`config.mk`:
```
export PLATFORM = sky130hd
export DESIGN_NAME = pngsu_recon
export DESIGN_NICKNAME = d
export VERILOG_FILES = /design/src/hw/rtl/png_scanline_unfilter_core_assert.svh /design/src/hw/rtl/pngsu_pkg.sv /design/src/hw/rtl/pngsu_recon.sv
export SDC_FILE = /design/constraint.sdc
export NUM_CORES = 1
export LEC_CHECK = 0
export BUFFER_PORTS_ARGS = -buffer_cell sky130_fd_sc_hd__clkbuf_2
export CAP_MARGIN = 40
export CORE_MARGIN = 2
export CORE_UTILIZATION = 60
export CTS_BUF_LIST = sky130_fd_sc_hd__clkbuf_4
export CTS_CLUSTER_SIZE = 10
export DETAILED_ROUTE_END_ITERATION = 8
export PLACE_DENSITY = 0.86
export SLEW_MARGIN = 20
export SYNTH_ARGS = -nofsm -noshare
export SYNTH_HDL_FRONTEND = slang
export SYNTH_SLANG_ARGS = --single-unit
```
`constraint.sdc`:
```
create_clock -name aclk -period 12.3 [get_ports aclk]
set_clock_uncertainty 0.1 [all_clocks]
set_input_delay 0.615 -clock aclk [delete_from_list [all_inputs] [get_ports aclk]]
set_output_delay 0.615 -clock aclk [all_outputs]
set_load 0.01 [all_outputs]
```
`src/hw/rtl/png_scanline_unfilter_core_assert.svh`:
```
// Assertion macros for the PNG scanline unfilter block.
`ifndef PNG_SCANLINE_UNFILTER_CORE_ASSERT_SVH
`define PNG_SCANLINE_UNFILTER_CORE_ASSERT_SVH

// Same-cycle implication, sampled on aclk and disabled while aresetn is low.
`define PNGSU_ASSERT_IMP(label, ante, cons) \
    label: assert property (@(posedge aclk) disable iff (!aresetn) (ante) |-> (cons)) \
        else $error("pngsu: same-cycle check failed");

// Next-cycle implication, sampled on aclk and disabled while aresetn is low.
`define PNGSU_ASSERT_NXT(label, ante, cons) \
    label: assert property (@(posedge aclk) disable iff (!aresetn) (ante) |=> (cons)) \
        else $error("pngsu: next-cycle check failed");

`endif

```
`src/hw/rtl/pngsu_pkg.sv`:
```
// Shared types and constants for the PNG scanline unfilter block.
package pngsu_pkg;

    localparam int BYTE_W    = 8;
    localparam int CMD_W     = 3;
    localparam int BPP_W     = 4;
    localparam int LEN_W     = 13;
    localparam int CFG_IDX_W = 1;

    localparam int DEF_MAX_LINE_BYTES = 4096;
    localparam int DEF_MAX_BPP        = 8;

    localparam logic [BPP_W-1:0] RST_BPP      = BPP_W'(4);
    localparam logic [LEN_W-1:0] RST_LINE_LEN = LEN_W'(4096);

    // Configuration register indexes.
    localparam logic [CFG_IDX_W-1:0] REG_BPP      = CFG_IDX_W'(0);
    localparam logic [CFG_IDX_W-1:0] REG_LINE_LEN = CFG_IDX_W'(1);

    typedef enum logic [CMD_W-1:0] {
        FILT_NONE  = 3'd0,
        FILT_SUB   = 3'd1,
        FILT_UP    = 3'd2,
        FILT_AVG   = 3'd3,
        FILT_PAETH = 3'd4
    } filt_t;

    // Neighbor availability for the byte being reconstructed.
    typedef struct packed {
        logic first_row;
        logic has_left;
    } nbr_t;

endpackage

```
`src/hw/rtl/pngsu_recon.sv`:
```
// Neighbor windows and the filter predictor that rebuild one raw byte.
module pngsu_recon
    import pngsu_pkg::*;
#(
    parameter int MAX_BPP = DEF_MAX_BPP,
    parameter int BIW     = $clog2(DEF_MAX_BPP)
) (
    input  logic              aclk,
    input  logic              aresetn,
    input  logic              advance,
    input  logic [BIW-1:0]    bpp_idx,
    input  nbr_t              nbr,
    input  logic [CMD_W-1:0]  cmd,
    input  logic [BYTE_W-1:0] data,
    input  logic [BYTE_W-1:0] above_raw,
    output logic [BYTE_W-1:0] pixel,
    output logic [BYTE_W-1:0] above
);

    logic [BYTE_W-1:0] left_win_reg    [MAX_BPP];
    logic [BYTE_W-1:0] upleft_win_reg  [MAX_BPP];

    logic [BYTE_W-1:0] left;
    logic [BYTE_W-1:0] upleft;
    logic [BYTE_W-1:0] pred;
    logic [BYTE_W-1:0] paeth;
    logic [BYTE_W:0]   avg_sum;
    logic signed [BYTE_W+1:0] diff_bc;
    logic signed [BYTE_W+1:0] diff_ac;
    logic signed [BYTE_W+1:0] diff_abc;
    logic [BYTE_W+1:0] pa;
    logic [BYTE_W+1:0] pb;
    logic [BYTE_W+1:0] pc;

    always_comb begin
        above  = nbr.first_row ? '0 : above_raw;
        left   = nbr.has_left ? left_win_reg[bpp_idx] : '0;
        upleft = (!nbr.first_row && nbr.has_left) ? upleft_win_reg[bpp_idx] : '0;
    end

    // With p = a + b - c the three distances reduce to |b - c|, |a - c| and |a + b - 2c|.
    always_comb begin
        diff_bc  = $signed({2'b00, above}) - $signed({2'b00, upleft});
        diff_ac  = $signed({2'b00, left}) - $signed({2'b00, upleft});
        diff_abc = diff_bc + diff_ac;
        pa = diff_bc[BYTE_W+1]  ? (BYTE_W+2)'(-diff_bc)  : diff_bc;
        pb = diff_ac[BYTE_W+1]  ? (BYTE_W+2)'(-diff_ac)  : diff_ac;
        pc = diff_abc[BYTE_W+1] ? (BYTE_W+2)'(-diff_abc) : diff_abc;
        if ((pa <= pb) && (pa <= pc)) begin
            paeth = left;
        end else if (pb <= pc) begin
            paeth = above;
        end else begin
            paeth = upleft;
        end
    end

    always_comb begin
        avg_sum = {1'b0, left} + {1'b0, above};
        case (filt_t'(cmd))
            FILT_SUB:   pred = left;
            FILT_UP:    pred = above;
            FILT_AVG:   pred = avg_sum[BYTE_W:1];
            FILT_PAETH: pred = paeth;
            default:    pred = '0;
        endcase
        pixel = data + pred;
    end

    // Both windows shift once for every byte that leaves the reconstruction stage.
    always_ff @(posedge aclk) begin
        if (!aresetn) begin
            for (int i = 0; i < MAX_BPP; i++) begin
                left_win_reg[i]   <= '0;
                upleft_win_reg[i] <= '0;
            end
        end else if (advance) begin
            for (int i = MAX_BPP - 1; i > 0; i--) begin
                left_win_reg[i]   <= left_win_reg[i-1];
                upleft_win_reg[i] <= upleft_win_reg[i-1];
            end
            left_win_reg[0]   <= pixel;
            upleft_win_reg[0] <= above;
        end
    end

endmodule

```
### Yosys cells after proc, flatten, opt, wreduce, memory -nomap -nowiden

Memory sizes are Yosys's and may differ from the RTL's.
Index checks and enable logic that the tools add are counted.

* bitwise operators: 16
* $add $sub $neg: 8
* equality and inequality tests: 4
* order comparisons: 3
* reductions and logical operators: 3
* mux-type cells: 29

Operators by type and width (count)
* two-way mux 8 bit: 21
* one-hot mux 8 bit (4 select lines): 1
* less-or-equal comparator 10 bit: 3
* two-way mux 10 bit: 3
* negator 9 -> 10 bit: 2
* subtractor 8 x 8 -> 9 bit: 2
* OR 1 bit: 16
* adder 9 x 9 -> 10 bit: 1
* negator 10 bit: 1
* adder 8 x 8 -> 9 bit: 1
* adder 8 bit: 1
* == test 3 x 2 -> 1 bit (second input constant): 2
* two-way mux 1 bit: 4
* == test 3 x 1 -> 1 bit (second input constant): 1
* == test 3 bit (second input constant): 1
* logical AND 1 bit: 2
* zero test 1 bit: 1

* bits in writable memories: 128
* flip-flop bits (word level): 0
* memories: 2
* output and inout port bits: 16
* logic and storage cells: 65

Memories
* left_win_reg: depth 8, width 8, rd ports 8, clocked after memory_dff 0, wr ports 8, RTL line pngsu_recon.sv:20 `logic [BYTE_W-1:0] left_win_reg [MAX_BPP];`
* upleft_win_reg: depth 8, width 8, rd ports 8, clocked after memory_dff 0, wr ports 8, RTL line pngsu_recon.sv:21 `logic [BYTE_W-1:0] upleft_win_reg [MAX_BPP];`

### Depth between registers and ports, before layout

Gate-level depths: netlist of run 1.

* depth in word-level cells: 13
* gate-level depth with buffers: 46
* mapped depth without buffers: 41

### Worst setup path before layout of run 1

OpenSTA, ideal clock, no wires.

* path type: input -> output
* from: in bpp_idx[0]
* to: out pixel[7]
* arrival time: 9.803 ns
* cell stages on the path: 40
* setup slack: 1.782 ns
* data required time: 11.585 ns
* cells stage by stage: clkbuf_1 > buf_1 > clkbuf_1 > mux4_2 > mux2_2 > nand2_1 > inv_1 > ha_1 > or2_2 > o32a_1 > a31o_2 > a21o_1 > a21o_1 > a21oi_1 > ha_1 > nor2b_1 > and4_1 > nor4_4 > [4 not listed] > a21o_1 > a211oi_1 > o21ai_0 > a22oi_1 > clkbuf_1 > nand2_1 > o21ai_0 > o21a_1 > inv_1 > ha_1 > a21o_1 > a21oi_1 > o21bai_1 > a21oi_1 > o21bai_1 > a21oi_1 > xnor2_1 > xor2_1

* cells in the longest elaborated chain, start to end: 11
* elaborated cells on any way between the ends: 22

Ends and longest elaborated chain
* start, declared: RTL line pngsu_recon.sv:11 `input logic [BIW-1:0] bpp_idx,`
* memory (8 x 8 bit), on equally long branches
* two-way mux 8 bit, on equally long branches: RTL line pngsu_recon.sv:38, pngsu_recon.sv:37
* subtractor 8 x 8 -> 9 bit, on equally long branches: RTL line pngsu_recon.sv:43, pngsu_recon.sv:44
* adder 9 x 9 -> 10 bit: RTL line pngsu_recon.sv:45 `diff_abc = diff_bc + diff_ac;`
* negator 10 bit: RTL line pngsu_recon.sv:48 `pc = diff_abc[BYTE_W+1] ? (BYTE_W+2)'(-diff_abc) : diff_abc;`
* two-way mux 10 bit: RTL line pngsu_recon.sv:48
* less-or-equal comparator 10 bit, on equally long branches: RTL line pngsu_recon.sv:51, pngsu_recon.sv:49
* two-way mux 8 bit or logical AND 1 bit (tied branches): RTL line pngsu_recon.sv:51, pngsu_recon.sv:49
* two-way mux 8 bit: RTL line pngsu_recon.sv:49 `if ((pa <= pb) && (pa <= pc)) begin`
* one-hot mux 8 bit (4 select lines) (*): RTL line pngsu_recon.sv:60 `case (filt_t'(cmd))`
* adder 8 bit (*): RTL line pngsu_recon.sv:67 `pixel = data + pred;`
* end, declared: RTL line pngsu_recon.sv:16 `output logic [BYTE_W-1:0] pixel,`

Every way passes the cells marked *; elsewhere a longest branch is shown, timed or not.

### Worst setup path after layout of run 1

* from: in bpp_idx[1]
* to: out pixel[7]

Same word-level chain as after synthesis.

==> metrics.yaml, run 1 <==
slew_headroom_pct: 50.3
first_iter_violations: 625
place_hpwl_um: 13900
antenna_found_initial: 0
cts_inserted_buffers: 17
layout_commonest_cell: "edfxtp_1"
final_nets: 918
ir_drop_v: 0.000105
power_leakage_nw: 4.48
final_antenna_net_count: 0
initial_core_util_pct: 61.6
coreArea_um2: 14500
synth-edff-count: 128
fmax_mhz: 93.7
first_pass_iters: 5
routed_wl_um: 19500
cts_sinks: 128
crit_start: "bpp_idx[1]"
timing.final.crit_period_ns: 10.68
wl_per_cell_um: 19.1
antenna_cells: 0
synthCells: 790
seq_area_um2: 3840
fin_util_pct: 66.5
path_class: "in2out"
synth_top_area_share_pct: 42.9
overflow: 0
io_pins: 43
post_route_cells_drive_above_1_share_pct: 16.8
r2r_start: "upleft_win_reg[0][1]"
fillers: 1114
grt_pass1_wl_um: 31500
via_per_inst: 6.29
clkLatencyLatePin_ns: 0.54
gp_congestion: 0.901
cp_max_fo: 23
hold_path_startpoint: "above_raw[1]"
maxCapViolCount: 0
cp.arrival_ns: 9.96
cts_setup_buffers: 0
endpoint_kind: "primary output"
cts_resized: 0
cts-root-buf: "clkbuf_4"
dieArea_um2: 15900
ctsLongestPathBuffers: 2
die_w_um: 126
area_growth_pct: 7.99
grt_usage_pct: 25.2
tritoncts: "done"
multi_input_area_um2: 4760
synth_area_leader_cell: "edfxtp_1"
rows: 44
hold-worst-slack_ns: 0.398
startpoint_type: "primary input"
numPortBuffers: 42
drc: 0
hold_viol_final: 0
power.density_nw_per_um2: 162
die_h_um: 126
grt_max_degree: 122
grt_pass1_vias: 6193
period_share_pct: 86.8
slowest_stage: "mux4_1"
rsz0062_at_grt: "false"
yosys_warnings: 0
ctsHoldBuffers: 0
yosysUniqueCellTypes: 67
tightest_slew_ns: 0.741
avgSynthCellArea_um2: 11.3
setup_viol: 0
h-tree-depth: 4
synth_area_leaders: "edfxtp_1 (43%), ha_1 (9.4%), and3_1 (8.3%), mux4_2 (6.3%), xnor2_1 (3.9%)"
finalMaxSlewViolations: 0
required_ns: 11.59
ys.flop_type: "edfxtp_1"
min_path_type: "in2reg"
synth-seq-cells: 128
postSynth.asyncResetShare_pct: 0
setup_tns_ns: 0
synth_seq_area_share_pct: 42.9
crit_top_cell: "a21o_1"
path_clk_slew_ns: 0.13
final_cell_mix: "edfxtp_1 (128), and3_1 (119), ha_1 (67)"
status: "completed"
vias: 6404
synth_area_um2: 8950
cpPeakStageDelay_ns: 0.63
[Yosys cell counts, drive strengths merged, types with 2 or more instances]
master and instances:
a31o 2, mux4 31, nand2 34, nand3 7
o211ai 5, edfxtp 128, o31ai 2, nor3 5
o21ai 14, o21bai 12, nand3b 4, ha 67
nor2b 15, maj3 7, conb 2, o21a 3
o32a 3, inv 51, a21oi 37, mux2i 5
nor4 2, or3b 3, o221a 2, a211oi 6
mux2 15, nor2 38, clkbuf 36, xnor2 41
nor3b 3, fa 3, nand2b 16, xor2 12
o22ai 6, nand4 6, buf 6, or3 2
and2 3, a221oi 3, a22oi 2, a21o 18
and3 120
[worst max-delay path: cells and delay by family]
kind                       cells  cell delay [ns]
AOI/OAI and AO/OA             19             4.12
and+or+nand+nor                7             1.46
adders and majority gates      4             1.15
buffers and inverters          4             1.08
muxes                          2             0.94
xor gates and xnor gates       3             0.57
[where the power goes]
part           leakage (nW)  switching [W]  internal, W  total (W)
Combinational          2.91       0.000413     0.000326   0.000740
Sequential             1.42      0.0000146     0.000511   0.000526
Clock                 0.156       0.000157     0.000140   0.000297
Total                  4.48       0.000585     0.000977    0.00156
[metal layers]
metal | global-route usage [%] | routed length, um
met3 | 5.56 | 1150
met5 | 0 | 0
met2 | 41.0 | 9400
met1 | 34.3 | 8490
met4 | 7.56 | 431
[stage by stage]
step                      setup slack (ns)  instances  total power [W]  area (um^2)
after detailed placement              1.45        983          0.00126         9320
final                                 1.62       1018          0.00156         9670
after global placement                1.63        981          0.00124         9270
after CTS                             1.43       1015          0.00155         9610
after global routing                  1.03       1018          0.00168         9670
after floorplan                       1.78        792          0.00111         8960
[final cells by class]
cell class	count	area share, %
timing repair buffer	52	3.62
inverter	51	1.98
multi-input combinational	571	49.2
tap	184	2.38
clock buffer	17	1.32
clock inverter	15	1.72
sequential	128	39.8
[logic make-up (layout without fill, tap and decap cells)]
family,after synthesis,in the layout,synth area share (%)
and+or+nand+nor,263,263,16.8
muxes,51,51,10.5
AOI/OAI and AO/OA,123,123,9.49
other,2,4,0.0839
DFF,128,128,42.9
buffers and inverters,93,135,4.08
xor gates and xnor gates,53,53,5.27
adders and majority gates,77,77,10.8
[final timing paths]
check | end | slack [ns] | cells past startpoint
max | pixel[7] | 1.62 | 39
min reg2reg | left_win_reg[5][1] | 0.47 | 1
min | upleft_win_reg[0][1] | 0.40 | 3
max reg2reg | left_win_reg[0][7] | 2.94 | 38
(Power assumes the default switching activity.)
==> run 2: changes to the inputs <==
--- a/config.mk
+++ b/config.mk
@@ -12,6 +12,7 @@
 export CTS_BUF_LIST = sky130_fd_sc_hd__clkbuf_4
 export CTS_CLUSTER_SIZE = 10
 export DETAILED_ROUTE_END_ITERATION = 8
+export HOLD_SLACK_MARGIN = 0.08
 export PLACE_DENSITY = 0.86
 export SLEW_MARGIN = 20
 export SYNTH_ARGS = -nofsm -noshare
==> constraint.sdc (replaced) <==
create_clock -name aclk -period 11 [get_ports aclk]
set_clock_uncertainty 0.1 [all_clocks]
set_input_delay 0.55 -clock aclk [delete_from_list [all_inputs] [get_ports aclk]]
set_output_delay 0.55 -clock aclk [all_outputs]
set_load 0.01 [all_outputs]
==> metrics.yaml, run 2 (synthesized netlist as in run 1, its figures left out) <==
critical-path-top-delay-family: "compound AO/OA/AOI/OAI gates"
ctsLongestPathBuffers: 2  # unchanged
crit_end: "pixel[7]"
ctsHoldBuffers: 0  # unchanged
r2r_start: "upleft_win_reg[0][1]"
grt_usage_pct: 25.7  # +0.45 points
fin_cells: 1017  # -0.098%
status: "completed"
crit_start: "upleft_win_reg[0][1]"
timing.final.crit_period_ns: 9.98
via_per_inst: 6.27  # -0.34%
post_route_cells_drive_above_1_share_pct: 16.9  # +0.16 points
min_path_type: "in2reg"
grt_pass1_vias: 6170  # -0.37%
path_class: "reg2out"
setup_viol: 0  # unchanged
die_h_um: 126  # unchanged
maxCapViolCount: 0  # unchanged
final_antenna_net_count: 0  # unchanged
coreArea_um2: 14500  # unchanged
grt_pass1_wl_um: 32100  # +1.8%
clkLatencyLatePin_ns: 0.53  # about the same
slowest_stage: "mux4_1"
io_pins: 43  # unchanged
placed_area_um2: 9310  # -0.13%
critPathBufInv: 3  # -1
startpoint_type: "flip-flop"
fmax_mhz: 100
layout_commonest_cell: "edfxtp_1"
routed_wl_um: 19700  # +1.4%
cts_inserted_buffers: 17  # unchanged
endpoint_kind: "primary output"
tritoncts: "done"
finalMaxSlewViolations: 0  # unchanged
numPortBuffers: 42  # unchanged
crit_top_cell: "a21o_1"
multi_input_area_um2: 4760  # about the same
first_pass_iters: 5  # unchanged
h-tree-depth: 4  # unchanged
cts_resized: 0  # unchanged
regToRegSetupSlack_ns: 1.89  # -1.05 ns
final_nets: 916  # -0.22%
hold-worst-slack_ns: 0.360  # -0.0381 ns
required_ns: 10.35  # -1.24 ns
overflow: 0  # unchanged
rsz0062_at_grt: "false"
gp_congestion: 0.959  # +6.4%
power_leakage_nw: 4.45  # -0.83%
setup_tns_ns: 0  # unchanged
seq_area_um2: 3840  # unchanged
dp_cells: 984  # +0.10%
path_clk_slew_ns: 0.09  # -0.04 ns
place_hpwl_um: 14200  # +2.6%
rows: 44  # unchanged
slew_headroom_pct: 49.7  # -0.55 points
cpPeakStageDelay_ns: 0.51  # -0.12 ns
final_cell_mix: "edfxtp_1 (128), and3_1 (119), ha_1 (67)"
cts_sinks: 128  # unchanged
power.density_nw_per_um2: 181  # +12%
fillers: 1109  # -0.45%
cts_setup_buffers: 0  # unchanged
dieArea_um2: 15900  # unchanged
initial_core_util_pct: 61.6  # unchanged
ir_drop_v: 0.000147  # +40%
wl_per_cell_um: 19.4  # +1.5%
p_total_w: 0.00174  # +11%
period_share_pct: 90.7
stdcell_area_um2: 9590  # -0.79%
hold_viol_final: 0  # unchanged
drc: 0  # unchanged
area_growth_pct: 7.14
cts-root-buf: "clkbuf_4"
cp.depth: 38  # -2.6%
first_iter_violations: 638  # +2.1%
cp_max_fo: 13  # -43%
rr_worst_depth: 38  # unchanged
tightest_slew_ns: 0.754  # +0.0136 ns
die_w_um: 126  # unchanged
antenna_found_initial: 1  # +1
grt_max_degree: 96  # -21%
worstReg2RegEnd: "left_win_reg[0][7]"
vias: 6376  # -0.44%
cp.arrival_ns: 9.33  # -0.63 ns
## run 2: cell count changes in the layout (fill, tap and decap cells not counted), sizes merged
cell / change
buf: -1
clkinvlp: +1
clkinv: -2
bufinv: -1
clkbuf: +1
diode: +1
## run 2: final cells by class
cell class / count / share of cell area, %
antenna: 1 / 0.0261
clock buffer: 19 / 1.49
clock inverter: 13 / 1.42
inverter: 51 / 2.00
sequential: 128 / 40.1
tap: 184 / 2.40
multi-input combinational: 571 / 49.6
timing repair buffer: 50 / 2.95
## run 2: worst min path at each step
stage                               startpoint                   end  slack, ns  cells past startpoint
after floorplan             left_win_reg[2][2]    left_win_reg[3][2]       0.44                      1
after global placement      left_win_reg[6][4]    left_win_reg[7][4]       0.45                      1
after detailed placement  upleft_win_reg[4][5]  upleft_win_reg[5][5]       0.46                      1
after CTS                         above_raw[1]  upleft_win_reg[0][1]       0.32                      3
after global routing              above_raw[1]  upleft_win_reg[0][1]       0.34                      3
final                             above_raw[1]  upleft_win_reg[0][1]       0.36                      3
## run 2: stage by stage
step / setup slack (ns) / util (%)
after floorplan: 0.612 / -
after global placement: 1.18 / 63.9
after detailed placement: 0.964 / 64.0
after CTS: 0.824 / 66.0
after global routing: 0.291 / 66.0
final: 1.02 / 66.0
## run 2: where the power goes
| group | internal [W] | total [W] | switching (W) | leakage [nW] |
|---|---|---|---|---|
| registers | 0.000571 | 0.000588 | 0.0000169 | 1.42 |
| logic | 0.000363 | 0.000832 | 0.000469 | 2.88 |
| clock network | 0.000140 | 0.000316 | 0.000176 | 0.148 |
| total | 0.00107 | 0.00174 | 0.000662 | 4.45 |
## run 2: metal layers
| metal | track usage, % | vias to the layer above | share of wire [%] |
|---|---|---|---|
| met5 | 0 | - | 0 |
| met4 | 10.1 | 0 | 2.5 |
| met3 | 4.72 | 37 | 5.8 |
| met1 | 36.3 | 3094 | 44 |
| met2 | 39.8 | 225 | 48 |
| li1 | - | 3020 | - |
## run 2: worst reg2reg max path, delay by kind of cell (launching register included)
kind,cells,cell delay [ns]
compound gates,19,3.92
mux,2,0.83
buf+inv,2,0.31
simple gates,8,1.68
fa+ha+maj,4,1.13
xor+xnor,3,0.60
flops,1,0.42
==> run 3: changes to the inputs <==
--- a/config.mk
+++ b/config.mk
@@ -8,12 +8,12 @@
 export BUFFER_PORTS_ARGS = -buffer_cell sky130_fd_sc_hd__clkbuf_2
 export CAP_MARGIN = 40
 export CORE_MARGIN = 2
-export CORE_UTILIZATION = 60
+export CORE_UTILIZATION = 58
 export CTS_BUF_LIST = sky130_fd_sc_hd__clkbuf_4
 export CTS_CLUSTER_SIZE = 10
 export DETAILED_ROUTE_END_ITERATION = 8
 export HOLD_SLACK_MARGIN = 0.08
-export PLACE_DENSITY = 0.86
+export PLACE_DENSITY = 0.87
 export SLEW_MARGIN = 20
 export SYNTH_ARGS = -nofsm -noshare
 export SYNTH_HDL_FRONTEND = slang
==> constraint.sdc (replaced) <==
create_clock -name aclk -period 8.1 [get_ports aclk]
set_clock_uncertainty 0.1 [all_clocks]
set_input_delay 0.405 -clock aclk [delete_from_list [all_inputs] [get_ports aclk]]
set_output_delay 0.405 -clock aclk [all_outputs]
set_load 0.01 [all_outputs]
==> metrics.yaml, run 3 (synthesized netlist as in run 1, its figures left out) <==
status: "complete, but fails checks"
violations: "setup timing"
tritoncts: "done"
maxCapViolCount: 0  # unchanged
hold-worst-slack_ns: 0.206  # -0.154 ns
required_ns: 7.60  # -2.75 ns
clkLatencyLatePin_ns: 0.52  # about the same
die_w_um: 128  # +1.7%
hold_viol_final: 0  # unchanged
rows: 45  # +2.3%
gp_congestion: 0.913  # -4.8%
numPortBuffers: 42  # unchanged
path_clk_slew_ns: 0.13  # +0.04 ns
cts_inserted_buffers: 17  # unchanged
cpPeakStageDelay_ns: 0.48  # -0.03 ns
antenna_found_initial: 0  # -1
overflow: 0  # unchanged
setup_viol: 8  # +8
io_pins: 43  # unchanged
min_path_type: "in2reg"
slowest_stage: "mux4_2"
startpoint_type: "flip-flop"
cts-root-buf: "clkbuf_4"
fillers: 930  # -16%
setup_ws_ns: -0.790  # -1.81 ns
place_hpwl_um: 15900  # +12%
grt_usage_pct: 27.4  # +1.7 points
power_leakage_nw: 5.02  # +13%
area_growth_pct: 20.0
ctsHoldBuffers: 0  # unchanged
grt_max_degree: 122  # +27%
h-tree-depth: 4  # unchanged
crit_top_cell: "a21o_1"
cts_sinks: 128  # unchanged
grt_pass1_wl_um: 34900  # +8.7%
pre_cts_ws_ns: -0.541  # -1.50 ns
dieArea_um2: 16400  # +3.3%
cp_max_fo: 6  # -7
placed_area_um2: 10100  # +8.2%
grt_pass1_vias: 6846  # +11%
routed_wl_um: 22600  # +15%
cp.arrival_ns: 8.39  # -0.94 ns
endpoint_kind: "primary output"
path_class: "reg2out"
power.density_nw_per_um2: 256  # +41%
post_route_cells_drive_above_1_share_pct: 31.8  # +15 points
drc: 0  # unchanged
first_iter_violations: 684  # +7.2%
coreArea_um2: 15100  # +4.2%
multi_input_area_um2: 5060  # +6.3%
layout_commonest_cell: "edfxtp_1"
period_share_pct: 110
ctsLongestPathBuffers: 2  # unchanged
wl_per_cell_um: 20.1  # +3.4%
initial_core_util_pct: 59.1  # -2.5 points
seq_area_um2: 3840  # unchanged
die_h_um: 128  # +1.7%
vias: 7065  # +11%
slew_headroom_pct: 49.5  # -0.23 points
timing.final.crit_period_ns: 8.89
via_per_inst: 6.27  # about the same
final_antenna_net_count: 0  # unchanged
final_nets: 1022  # +12%
first_pass_iters: 6  # +1
finalMaxSlewViolations: 0  # unchanged
tightest_slew_ns: 0.756  # +0.00174 ns
final_cell_mix: "edfxtp_1 (128), and3_1 (118), buf_4 (105)"
fmax_mhz: 112
rsz0062_at_grt: "true"
stdcell_area_um2: 10700  # +12%
ir_drop_v: 0.000157  # +6.8%
antenna_cells: 0  # -1
[run 3: cell count changes in the layout (fill, tap and decap cells not counted), sizes merged]
cell	previous run	this run
bufinv	2	1
diode	1	0
inv	53	55
nor4	2	3
clkbuf	61	53
clkinvlp	2	3
buf	8	119
[run 3: layout make-up]
| cell class | instances | share of cell area (%) |
|---|---|---|
| Sequential cell | 128 | 35.8 |
| Tap cell | 188 | 2.19 |
| Clock inverter | 15 | 1.25 |
| Clock buffer | 17 | 1.19 |
| Inverter | 51 | 1.78 |
| Multi-Input combinational cell | 572 | 47.1 |
| Timing Repair Buffer | 155 | 10.7 |
[run 3: worst paths after layout]
check / from / endpoint / slack [ns] / cells past startpoint
worst max-delay path: upleft_win_reg[0][1] / pixel[7] / -0.79 / 39
worst min-delay path: above_raw[2] / upleft_win_reg[0][2] / 0.21 / 3
worst max register to register: upleft_win_reg[0][1] / left_win_reg[0][7] / -0.01 / 39
worst min register to register: left_win_reg[5][1] / left_win_reg[6][1] / 0.49 / 1
[run 3: routing by layer]
layer  wire length (um)  GRT usage [%]
met5                  0              0
met3               1570           4.63
met2              10900           45.3
met1               9090           36.2
met4               1030           11.0
[run 3: repair_timing]
| action | 4_1_cts | 5_1_grt |
|---|---|---|
| setup buffers | 12 | 6 |
| gates resized for setup | 37 | 23 |
| gates cloned | 1 | 0 |
| setup endpoints to repair | 10 | 11 |
| pin swaps | 45 | 41 |
[run 3: worst max-delay path: cells and delay by family, from the launching register on]
| family | cells | cell delay, ns |
|---|---|---|
| mux | 2 | 0.78 |
| fa+ha+maj | 4 | 0.93 |
| flops | 1 | 0.46 |
| compound gates | 16 | 2.74 |
| xor+xnor | 3 | 0.62 |
| simple gates | 9 | 1.60 |
| buf+inv | 5 | 0.72 |
[run 3: per-stage QoR]
| step | total power [W] | std cells | setup TNS (ns) | utilization, % |
|---|---|---|---|---|
| finish | 0.00275 | 1126 | -2.59 | 70.9 |
| global route | 0.00293 | 1126 | -4.50 | 70.9 |
| CTS | 0.00267 | 1122 | -1.97 | 69.9 |
| detailed placement | 0.00215 | 1077 | -3.21 | 66.5 |
| global placement | 0.00210 | 1076 | -0.406 | 66.3 |
| floorplan | 0.00173 | 792 | -0.0693 | - |
[run 3: where the power goes]
| group | switching [W] | internal (W) | total [W] | leakage (nW) |
|---|---|---|---|---|
| logic | 0.000777 | 0.000766 | 0.00154 | 3.47 |
| registers | 0.0000233 | 0.000776 | 0.000799 | 1.42 |
| clock network | 0.000250 | 0.000155 | 0.000404 | 0.139 |
